### config.mk
export PLATFORM = sky130hd
export DESIGN_NAME = ordered_list_insert_delete_core_flat
export DESIGN_NICKNAME = d
export VERILOG_FILES = /design/src/sv/ordlst_pkg.sv /design/src/sv/ordlst_in_if.sv /design/src/sv/ordlst_out_if.sv /design/src/sv/ordlst_cell.sv /design/src/sv/ordered_list_insert_delete_core.sv /design/src/flat_wrapper.sv
export VERILOG_INCLUDE_DIRS = /design/src /design/src/sv
export SDC_FILE = /design/constraint.sdc
export NUM_CORES = 2
export LEC_CHECK = 0
export BUFFER_PORTS_ARGS = -buffer_cell sky130_fd_sc_hd__buf_2
export CORE_ASPECT_RATIO = 0.75
export CORE_MARGIN = 8
export CORE_UTILIZATION = 34
export CTS_BUF_LIST = sky130_fd_sc_hd__clkbuf_4 sky130_fd_sc_hd__clkbuf_8
export CTS_CLUSTER_DIAMETER = 50
export DETAILED_ROUTE_END_ITERATION = 8
export REMOVE_ABC_BUFFERS = 1
export SYNTH_ARGS = -nofsm -noshare
export SYNTH_HDL_FRONTEND = slang
export SYNTH_SLANG_ARGS = --single-unit
### constraint.sdc
create_clock -name clk -period 11.4 [get_ports clk]
set_input_delay 2.28 -clock clk [delete_from_list [all_inputs] [get_ports clk]]
set_output_delay 2.28 -clock clk [all_outputs]
set_load 0.01 [all_outputs]
### src/sv/ordered_list_insert_delete_core_assert.svh
// Assertion macros shared by the ordered list core.
// Both macros sample on the rising edge of clk and are disabled while rst_n is low.
`ifndef ORDERED_LIST_INSERT_DELETE_CORE_ASSERT_SVH
`define ORDERED_LIST_INSERT_DELETE_CORE_ASSERT_SVH
`ifndef SYNTH
// Checks that a condition holds at every clock edge.
`define OLIDC_ASSERT_ALWAYS(lbl, cond, msg) \
    lbl: assert property (@(posedge clk) disable iff (!rst_n) (cond)) else $error(msg);
// Checks that a trigger is followed in the next cycle by a required condition.
`define OLIDC_ASSERT_NEXT(lbl, trig, cons, msg) \
    lbl: assert property (@(posedge clk) disable iff (!rst_n) (trig) |=> (cons)) \
        else $error(msg);
`else
`define OLIDC_ASSERT_ALWAYS(lbl, cond, msg)
`define OLIDC_ASSERT_NEXT(lbl, trig, cons, msg)
`endif
`endif

### src/sv/ordlst_pkg.sv
package ordlst_pkg;

    // Fixed widths of the request and response fields.
    localparam int OPCODE_W  = 2;
    localparam int VALUE_W   = 32;
    localparam int STATUS_W  = 2;
    localparam int ENTRY_CNT_W = 5;

    // Default sizes of the list.
    localparam int DEF_CAPACITY    = 16;
    localparam int DEF_VALUE_WIDTH = 32;

    // Operation codes.
    localparam logic [OPCODE_W-1:0] OP_INS_HEAD = 2'd0;
    localparam logic [OPCODE_W-1:0] OP_INS_TAIL = 2'd1;
    localparam logic [OPCODE_W-1:0] OP_DELETE   = 2'd2;

    // Status codes.
    localparam logic [STATUS_W-1:0] ST_DONE      = 2'd0;
    localparam logic [STATUS_W-1:0] ST_NOT_FOUND = 2'd1;
    localparam logic [STATUS_W-1:0] ST_FULL      = 2'd2;

    // Commands broadcast from the control logic to every cell of the row.
    typedef struct packed {
        logic shift_in;  // everything moves one place toward the tail
        logic append;    // the first empty cell takes the new value
        logic remove;    // cells at or past the first match take their right neighbor
    } ordlst_ctrl_t;

endpackage

### src/sv/ordlst_in_if.sv
interface ordlst_in_if;
    import ordlst_pkg::*;

    logic                valid;
    logic                ready;
    logic [OPCODE_W-1:0] opcode;
    logic [VALUE_W-1:0]  value;

    modport source (output valid, output opcode, output value, input ready);
    modport sink   (input valid, input opcode, input value, output ready);
endinterface

### src/sv/ordlst_out_if.sv
interface ordlst_out_if;
    import ordlst_pkg::*;

    logic                   valid;
    logic                   ready;
    logic [STATUS_W-1:0]    status;
    logic [ENTRY_CNT_W-1:0] entry_count;
    logic [VALUE_W-1:0]     head_value;
    logic [VALUE_W-1:0]     tail_value;

    modport source (output valid, output status, output entry_count,
                    output head_value, output tail_value, input ready);
    modport sink   (input valid, input status, input entry_count,
                    input head_value, input tail_value, output ready);
endinterface

### src/sv/ordlst_cell.sv
module ordlst_cell #(
    parameter int VALUE_WIDTH = ordlst_pkg::DEF_VALUE_WIDTH
) (
    input  logic                      clk,
    input  logic                      rst_n,
    input  ordlst_pkg::ordlst_ctrl_t  ctrl,
    input  logic [VALUE_WIDTH-1:0]    ins_value,
    input  logic [VALUE_WIDTH-1:0]    left_value,
    input  logic                      left_valid,
    input  logic [VALUE_WIDTH-1:0]    right_value,
    input  logic                      right_valid,
    input  logic                      found_in,
    output logic                      found_out,
    output logic [VALUE_WIDTH-1:0]    value,
    output logic                      valid,
    output logic [VALUE_WIDTH-1:0]    tail_term
);
    import ordlst_pkg::*;

    logic [VALUE_WIDTH-1:0] value_reg, value_next;
    logic                   valid_reg, valid_next;
    logic                   match;

    // A cell matches only while it holds an entry; the found flag ripples
    // toward the tail so only the first match and the cells after it move.
    assign match     = valid_reg && (value_reg == ins_value);
    assign found_out = found_in || match;

    always_comb
    begin
        value_next = value_reg;
        valid_next = valid_reg;
        priority if (ctrl.shift_in)
        begin
            value_next = left_value;
            valid_next = left_valid;
        end
        else if (ctrl.append && !valid_reg && left_valid)
        begin
            value_next = ins_value;
            valid_next = 1'b1;
        end
        else if (ctrl.remove && found_out)
        begin
            value_next = right_value;
            valid_next = right_valid;
        end
        else
        begin
            value_next = value_reg;
            valid_next = valid_reg;
        end
    end

    always_ff @(posedge clk or negedge rst_n)
    begin
        if (!rst_n)
        begin
            valid_reg <= 1'b0;
        end
        else
        begin
            valid_reg <= valid_next;
        end
    end

    always_ff @(posedge clk)
    begin
        value_reg <= value_next;
    end

    assign value     = value_reg;
    assign valid     = valid_reg;
    assign tail_term = (valid_reg && !right_valid) ? value_reg : '0;

endmodule

### src/sv/ordered_list_insert_delete_core.sv
// A request is accepted into the pending stage, which carries its status while the cell
// row updates; the response stage then registers status, count, head and tail values.
// A new request is not taken while the previous one is pending; the cell row updates
// at acceptance and the response stage samples it when the pending stage hands it on.
// A response held on a stalled output only delays the next request until it is taken.
// Reset (rst_n, asynchronous, active low) empties the list and clears handshake state;
// stored values are not cleared and are never shown while their cell is empty.
`include "ordered_list_insert_delete_core_assert.svh"

module ordered_list_insert_delete_core #(
    parameter int CAPACITY    = ordlst_pkg::DEF_CAPACITY,
    parameter int VALUE_WIDTH = ordlst_pkg::DEF_VALUE_WIDTH
) (
    input logic         clk,
    input logic         rst_n,
    ordlst_in_if.sink   req,
    ordlst_out_if.source rsp
);
    import ordlst_pkg::*;

    // The count must be able to hold CAPACITY itself.
    localparam int CNT_W = $clog2(CAPACITY + 1);

    // The list lives in a row of cells, head at cell zero. Each cell holds one
    // value and a valid bit; the valid bits are always packed from the head.
    logic [VALUE_WIDTH-1:0] cell_value [CAPACITY];
    logic [VALUE_WIDTH-1:0] cell_tail  [CAPACITY];
    logic [CAPACITY-1:0]    cell_valid;
    logic [CAPACITY-1:0]    found_chain;

    logic [VALUE_WIDTH-1:0] ins_value;
    logic                   accept;
    logic                   full;
    logic                   found_any;
    ordlst_ctrl_t           ctrl;
    logic [STATUS_W-1:0]    status_now;
    logic [VALUE_WIDTH-1:0] tail_any;
    logic                   load_rsp;

    logic [CNT_W-1:0]       count_reg, count_next;
    logic                   pend_reg, pend_next;
    logic [STATUS_W-1:0]    pend_status_reg, pend_status_next;

    logic                   rsp_valid_reg, rsp_valid_next;
    logic [STATUS_W-1:0]    rsp_status_reg, rsp_status_next;
    logic [ENTRY_CNT_W-1:0] rsp_count_reg, rsp_count_next;
    logic [VALUE_W-1:0]     rsp_head_reg, rsp_head_next;
    logic [VALUE_W-1:0]     rsp_tail_reg, rsp_tail_next;

    // Only the low VALUE_WIDTH bits of a request value are stored and compared.
    assign ins_value = VALUE_WIDTH'(req.value);

    // A request is taken whenever the previous one has left the cell row for
    // the response stage; a waiting response holds the pending stage, and with
    // it the input.
    assign req.ready = !pend_reg;
    assign accept    = req.valid && !pend_reg;
    assign full      = (count_reg == CNT_W'(CAPACITY));
    assign found_any = found_chain[CAPACITY-1];

    // Commands to the row. Rejected inserts and failed deletes leave it untouched.
    always_comb
    begin
        ctrl.shift_in = accept && (req.opcode == OP_INS_HEAD) && !full;
        ctrl.append   = accept && (req.opcode == OP_INS_TAIL) && !full;
        ctrl.remove   = accept && (req.opcode == OP_DELETE) && found_any;
    end

    always_comb
    begin
        unique case (req.opcode)
            OP_INS_HEAD, OP_INS_TAIL: status_now = full ? ST_FULL : ST_DONE;
            OP_DELETE:                status_now = found_any ? ST_DONE : ST_NOT_FOUND;
            default:                  status_now = ST_DONE;
        endcase
    end

    genvar gi;
    generate
        for (gi = 0; gi < CAPACITY; gi++)
        begin : g_cell
            logic [VALUE_WIDTH-1:0] left_value;
            logic                   left_valid;
            logic [VALUE_WIDTH-1:0] right_value;
            logic                   right_valid;
            logic                   found_in;

            // The head cell sees the new value on its left as an occupied
            // neighbor; the last cell sees an empty neighbor on its right.
            if (gi == 0)
            begin : g_head
                assign left_value = ins_value;
                assign left_valid = 1'b1;
                assign found_in   = 1'b0;
            end
            else
            begin : g_mid_left
                assign left_value = cell_value[gi-1];
                assign left_valid = cell_valid[gi-1];
                assign found_in   = found_chain[gi-1];
            end

            if (gi == CAPACITY - 1)
            begin : g_last
                assign right_value = '0;
                assign right_valid = 1'b0;
            end
            else
            begin : g_mid_right
                assign right_value = cell_value[gi+1];
                assign right_valid = cell_valid[gi+1];
            end

            ordlst_cell #(
                .VALUE_WIDTH (VALUE_WIDTH)
            ) u_cell (
                .clk         (clk),
                .rst_n       (rst_n),
                .ctrl        (ctrl),
                .ins_value   (ins_value),
                .left_value  (left_value),
                .left_valid  (left_valid),
                .right_value (right_value),
                .right_valid (right_valid),
                .found_in    (found_in),
                .found_out   (found_chain[gi]),
                .value       (cell_value[gi]),
                .valid       (cell_valid[gi]),
                .tail_term   (cell_tail[gi])
            );
        end
    endgenerate

    // At most one cell flags itself as the tail, so an OR over all cells
    // picks the tail value; an empty list gives zero.
    always_comb
    begin
        tail_any = '0;
        for (int i = 0; i < CAPACITY; i++)
        begin
            tail_any = tail_any | cell_tail[i];
        end
    end

    always_comb
    begin
        count_next = count_reg;
        priority if (ctrl.shift_in || ctrl.append)
        begin
            count_next = count_reg + CNT_W'(1);
        end
        else if (ctrl.remove)
        begin
            count_next = count_reg - CNT_W'(1);
        end
        else
        begin
            count_next = count_reg;
        end
    end

    // The pending stage carries the status while the row settles.
    assign load_rsp = pend_reg && (!rsp_valid_reg || rsp.ready);

    always_comb
    begin
        pend_next        = pend_reg;
        pend_status_next = pend_status_reg;
        priority if (accept)
        begin
            pend_next        = 1'b1;
            pend_status_next = status_now;
        end
        else if (load_rsp)
        begin
            pend_next = 1'b0;
        end
        else
        begin
            pend_next = pend_reg;
        end
    end

    // The response stage samples the row after the update has landed.
    always_comb
    begin
        rsp_valid_next  = rsp_valid_reg;
        rsp_status_next = rsp_status_reg;
        rsp_count_next  = rsp_count_reg;
        rsp_head_next   = rsp_head_reg;
        rsp_tail_next   = rsp_tail_reg;
        priority if (load_rsp)
        begin
            rsp_valid_next  = 1'b1;
            rsp_status_next = pend_status_reg;
            rsp_count_next  = ENTRY_CNT_W'(count_reg);
            rsp_head_next   = cell_valid[0] ? VALUE_W'(cell_value[0]) : '0;
            rsp_tail_next   = VALUE_W'(tail_any);
        end
        else if (rsp.ready)
        begin
            rsp_valid_next = 1'b0;
        end
        else
        begin
            rsp_valid_next = rsp_valid_reg;
        end
    end

    always_ff @(posedge clk or negedge rst_n)
    begin
        if (!rst_n)
        begin
            count_reg     <= '0;
            pend_reg      <= 1'b0;
            rsp_valid_reg <= 1'b0;
        end
        else
        begin
            count_reg     <= count_next;
            pend_reg      <= pend_next;
            rsp_valid_reg <= rsp_valid_next;
        end
    end

    always_ff @(posedge clk)
    begin
        pend_status_reg <= pend_status_next;
        rsp_status_reg  <= rsp_status_next;
        rsp_count_reg   <= rsp_count_next;
        rsp_head_reg    <= rsp_head_next;
        rsp_tail_reg    <= rsp_tail_next;
    end

    assign rsp.valid       = rsp_valid_reg;
    assign rsp.status      = rsp_status_reg;
    assign rsp.entry_count = rsp_count_reg;
    assign rsp.head_value  = rsp_head_reg;
    assign rsp.tail_value  = rsp_tail_reg;

    // The count register and the occupied cells must always agree.
    `OLIDC_ASSERT_ALWAYS(a_count_matches_cells, $countones(cell_valid) == int'(count_reg), "count differs from occupied cells")
    // Occupied cells stay packed against the head.
    `OLIDC_ASSERT_ALWAYS(a_cells_packed, ((cell_valid + 1'b1) & cell_valid) == '0, "occupied cells are not packed from the head")
    // A rejected insert leaves the count alone.
    `OLIDC_ASSERT_NEXT(a_full_insert_holds, accept && full && (req.opcode != OP_DELETE) && (req.opcode == OP_INS_HEAD || req.opcode == OP_INS_TAIL), count_reg == $past(count_reg), "rejected insert changed the count")
    // Every accepted request is held in the pending stage on the next cycle.
    `OLIDC_ASSERT_NEXT(a_accept_pends, accept, pend_reg && !req.ready, "accepted request was not held pending")

endmodule
### src/flat_wrapper.sv
// flat-port wrapper written by rule: the top's interface ports become plain ports
module ordered_list_insert_delete_core_flat import ordlst_pkg::*;
#(
    parameter int CAPACITY    = ordlst_pkg::DEF_CAPACITY,
    parameter int VALUE_WIDTH = ordlst_pkg::DEF_VALUE_WIDTH
)
  (clk, rst_n, req_valid, req_opcode, req_value, req_ready, rsp_valid, rsp_status, rsp_entry_count, rsp_head_value, rsp_tail_value, rsp_ready);
  ordlst_in_if req_i ();
  ordlst_out_if rsp_i ();
  input logic clk;
  input logic rst_n;
  input wire logic [$bits(req_i.valid)-1:0] req_valid;
  input wire logic [$bits(req_i.opcode)-1:0] req_opcode;
  input wire logic [$bits(req_i.value)-1:0] req_value;
  output wire logic [$bits(req_i.ready)-1:0] req_ready;
  output wire logic [$bits(rsp_i.valid)-1:0] rsp_valid;
  output wire logic [$bits(rsp_i.status)-1:0] rsp_status;
  output wire logic [$bits(rsp_i.entry_count)-1:0] rsp_entry_count;
  output wire logic [$bits(rsp_i.head_value)-1:0] rsp_head_value;
  output wire logic [$bits(rsp_i.tail_value)-1:0] rsp_tail_value;
  input wire logic [$bits(rsp_i.ready)-1:0] rsp_ready;
  assign req_i.valid = req_valid;
  assign req_i.opcode = req_opcode;
  assign req_i.value = req_value;
  assign req_ready = req_i.ready;
  assign rsp_valid = rsp_i.valid;
  assign rsp_status = rsp_i.status;
  assign rsp_entry_count = rsp_i.entry_count;
  assign rsp_head_value = rsp_i.head_value;
  assign rsp_tail_value = rsp_i.tail_value;
  assign rsp_i.ready = rsp_ready;
  ordered_list_insert_delete_core #(.CAPACITY(CAPACITY), .VALUE_WIDTH(VALUE_WIDTH)) u_core (.clk(clk), .rst_n(rst_n), .req(req_i), .rsp(rsp_i));
endmodule
==> flow_summary.ini <==
[run_status]
status = complete, no violations

[synthesis]
syn_area_um2 = 39700
ys_ff_latch = 608
synth_warnings = 0
async_reset_ff_share_pct = 3.78
syn_area_per_cell_um2 = 10.4
synth_cell_type_count = 64
synth_edf_count = 585
synthFlopType = edfxtp_1
syn_inst = 3823
ys_seq_area_share_pct = 45.7

[setup_path]
regToRegSetupSlack_ns = 6.66
endpoint = u_core.g_cell[0].u_cell.value[1]$_DFFE_PP_
crit_start = req_value[22]
end_kind = flip-flop
slowest_delay_ns = 1.08
r2r-start = u_core.g_cell[1].u_cell.value[16]$_DFFE_PP_
crit_chain = buf_2, xor2_1, nor3_1, nand3_1, or3_1, o2111ai_1, o41ai_2, o21ai_4
crit_required_ns = 11.83
cp.arrival_ns = 6.60
crit_buf_inv = 1
critPathSlowestCell = nor3_1
crit_cells = 8
rr_endpoint = u_core.g_cell[0].u_cell.value[1]$_DFFE_PP_
rr_worst_depth = 7
crit_type = in -> reg
cp_max_fo = 32
startpoint_type = primary input
critPathTopFamily = simple AND/OR/NAND/NOR gates

[routing]
post_drt_wl_per_cell_um = 33.5
drt-initial-drc-count = 5939
wl_met3_um = 30200
routed_wl_um = 181000
firstDrtPassIters = 7
highest_layer = met5
wl_met2_um = 69600
wl_met1_um = 76100
drc = 0
ant_nets = 0
viasPerCell = 6.32
vias = 34100

[layout]
drive_above_1_share_pct = 11.7
syn_to_final_growth_pct = 9.45
largest_reg_flops = 512
fin_nets = 3804
fill_cells = 11500

[global_routing]
grt_max_degree = 227
grt_pass1_vias = 30700
grt_first_pass_wirelength_um = 248000
track_usage_pct = 26.7
gr-total-overflow = 0
antenna_found_initial = 6

[sta]
rsz0062_at_grt = false
tightest_slew_ns = 1.40
fmax_ghz = 0.162
finalWorstSetupSlack_ns = 5.23
fin_setup_tns_ns = 0
setup_viol = 0
period_needed_ns = 6.17
finalHoldViolations = 0
slew_headroom_pct = 6.94
drv_slew = 0
period_share_pct = 54.1
skew_ns = 0.0587

[clock_tree]
clk_path_buf_depth = 3
clkLatencyLatePin_ns = 0.85
post_cts_resize_count = 0
cts_tree = done
h-tree-depth = 3
cts_root_buf = clkbuf_8
postCtsSetupRepairBufs = 0
cts_buffers = 108
clock_sinks = 608
postCtsHoldBufs = 0
clk_pin_slew_ns = 0.06

[pwr]
power_density_nw_per_um2 = 168
peakVddDrop_mv = 0.120
leakage_nw = 16.9
p_total_mw = 7.32

[die]
floorplan.initialDensity_pct = 34.3
core_region_area_um2 = 116000
die_area_um2 = 128000
rows = 108
die_w_um = 411
io_pins = 111
die_h_um = 312

[placement]
place.gp.congestion = 1.11
hpwl_um = 131000
place_ws_ns = 4.77
port_buffers = 110

[flow_run]
maxCapViolCount = 0

[hold_path]
hp-class = reg -> reg
-- synth_stat cells, types with 3 or more instances --
master     count  share of area, %
mux2_2        33              0.94
buf_6         18              0.51
a32oi_1        3             0.066
a22o_1       143               3.2
nor4b_1        9              0.20
dfrtp_1       23               1.5
nand3b_1       4             0.076
nand4b_1      13              0.29
and2_1        38              0.60
nand3_1       44              0.55
nand2b_1      17              0.27
xor2_1       402               8.9
nor2_1        27              0.26
nor3_1        31              0.39
nor4_1       154               2.4
o211ai_1       5             0.095
a21oi_1        6             0.076
xnor2_1      110               2.4
edfxtp_1     585                44
nand2_1      549               5.2
mux2i_1      457                12
buf_2         65              0.82
nor2b_1       15              0.24
nand4_1       85               1.3
or4_1         21              0.40
o2111ai_1      3             0.066
a221oi_1     128               2.8
o21ai_0      485               6.1
clkbuf_1     218               2.1
buf_1         12              0.11
ha_1           3             0.095
buf_4         51              0.96
inv_1         15              0.14
or3_1          8              0.13
-- power breakdown --
part	internal (mW)	switching (mW)	leakage, nW	total, mW
Sequential	2.73	0.265	5.60	3.00
Clock	1.13	1.05	1.14	2.19
Combinational	0.624	1.51	10.2	2.13
-- layout make-up --
| class | instances | area, um^2 | share of cell area (%) |
|---|---|---|---|
| clock buffer | 147 | 1790 | 4.11 |
| timing repair buffer | 193 | 1200 | 2.76 |
| tap | 1540 | 1930 | 4.44 |
| sequential | 608 | 18100 | 41.8 |
| antenna | 5 | 12.5 | 0.0288 |
| multi-input combinational | 2836 | 19900 | 45.9 |
| inverter | 15 | 56.3 | 0.130 |
| clock inverter | 52 | 395 | 0.910 |
-- per-layer routing --
metal  track usage, %  vias to the layer above
met5            0.574                        -
li1                 -                    14100
met3             14.5                      298
met4             5.81                        6
met1             38.0                    17100
met2             35.0                     2514
-- per-stage QoR --
stage,util [%],hold WS [ns],cell area (um^2),cells
detailed placement,35.6,0.408,41200,5192
finish,37.5,0.413,43400,5396
CTS,37.5,0.417,43400,5391
global route,37.5,0.425,43400,5395
floorplan,-,0.400,37900,3459
global placement,35.6,0.407,41200,5192
-- cells by family after synthesis --
logic type                 count (synthesis)  synth area share, %
AOI/OAI and AO/OA                        800                 13.0
xor gates and xnor gates                 512                 11.3
adders and majority gates                  4                0.145
buffers and inverters                    379                 4.61
DFF                                      608                 45.7
muxes                                    490                 12.5
and+or+nand+nor                         1030                 12.7
-- layout by cell type, fill, tap and decap left out, types with 6 or more instances in the layout --
cell type and n:
nand3_1 39, nor3_1 31, nand2_2 18, clkbuf_4 38, nor4_1 154, nand2b_1 17, nand4b_1 13, nor2b_4 11
xor2_1 402, clkinv_1 27, o21ai_0 484, inv_1 15, buf_4 81, nand4_1 85, mux2i_1 457, xnor2_1 110
edfxtp_1 585, buf_2 110, nor2_1 25, a22o_1 143, mux2_2 33, nand2_1 531, or3_1 8, a221oi_1 128
dfrtp_1 22, clkbuf_8 109, or4_1 21, a21oi_1 6, nor4b_1 9, clkinv_2 10, and2_1 37
-- how the worst min path moves through the flow --
stage                                                    from                             end  slack, ns  cells after the start
final                     u_core.pend_status_reg[0]$_DFFE_PP_  u_core.rsp.status[0]$_DFFE_PP_       0.41                      0
after global routing      u_core.pend_status_reg[0]$_DFFE_PP_  u_core.rsp.status[0]$_DFFE_PP_       0.43                      0
after CTS                 u_core.pend_status_reg[0]$_DFFE_PP_  u_core.rsp.status[0]$_DFFE_PP_       0.42                      0
after detailed placement  u_core.pend_status_reg[1]$_DFFE_PP_  u_core.rsp.status[1]$_DFFE_PP_       0.41                      0
after global placement    u_core.pend_status_reg[0]$_DFFE_PP_  u_core.rsp.status[0]$_DFFE_PP_       0.41                      0
after floorplan           u_core.pend_status_reg[0]$_DFFE_PP_  u_core.rsp.status[0]$_DFFE_PP_       0.40                      0
Note: power is estimated with default switching activity, not from simulation.
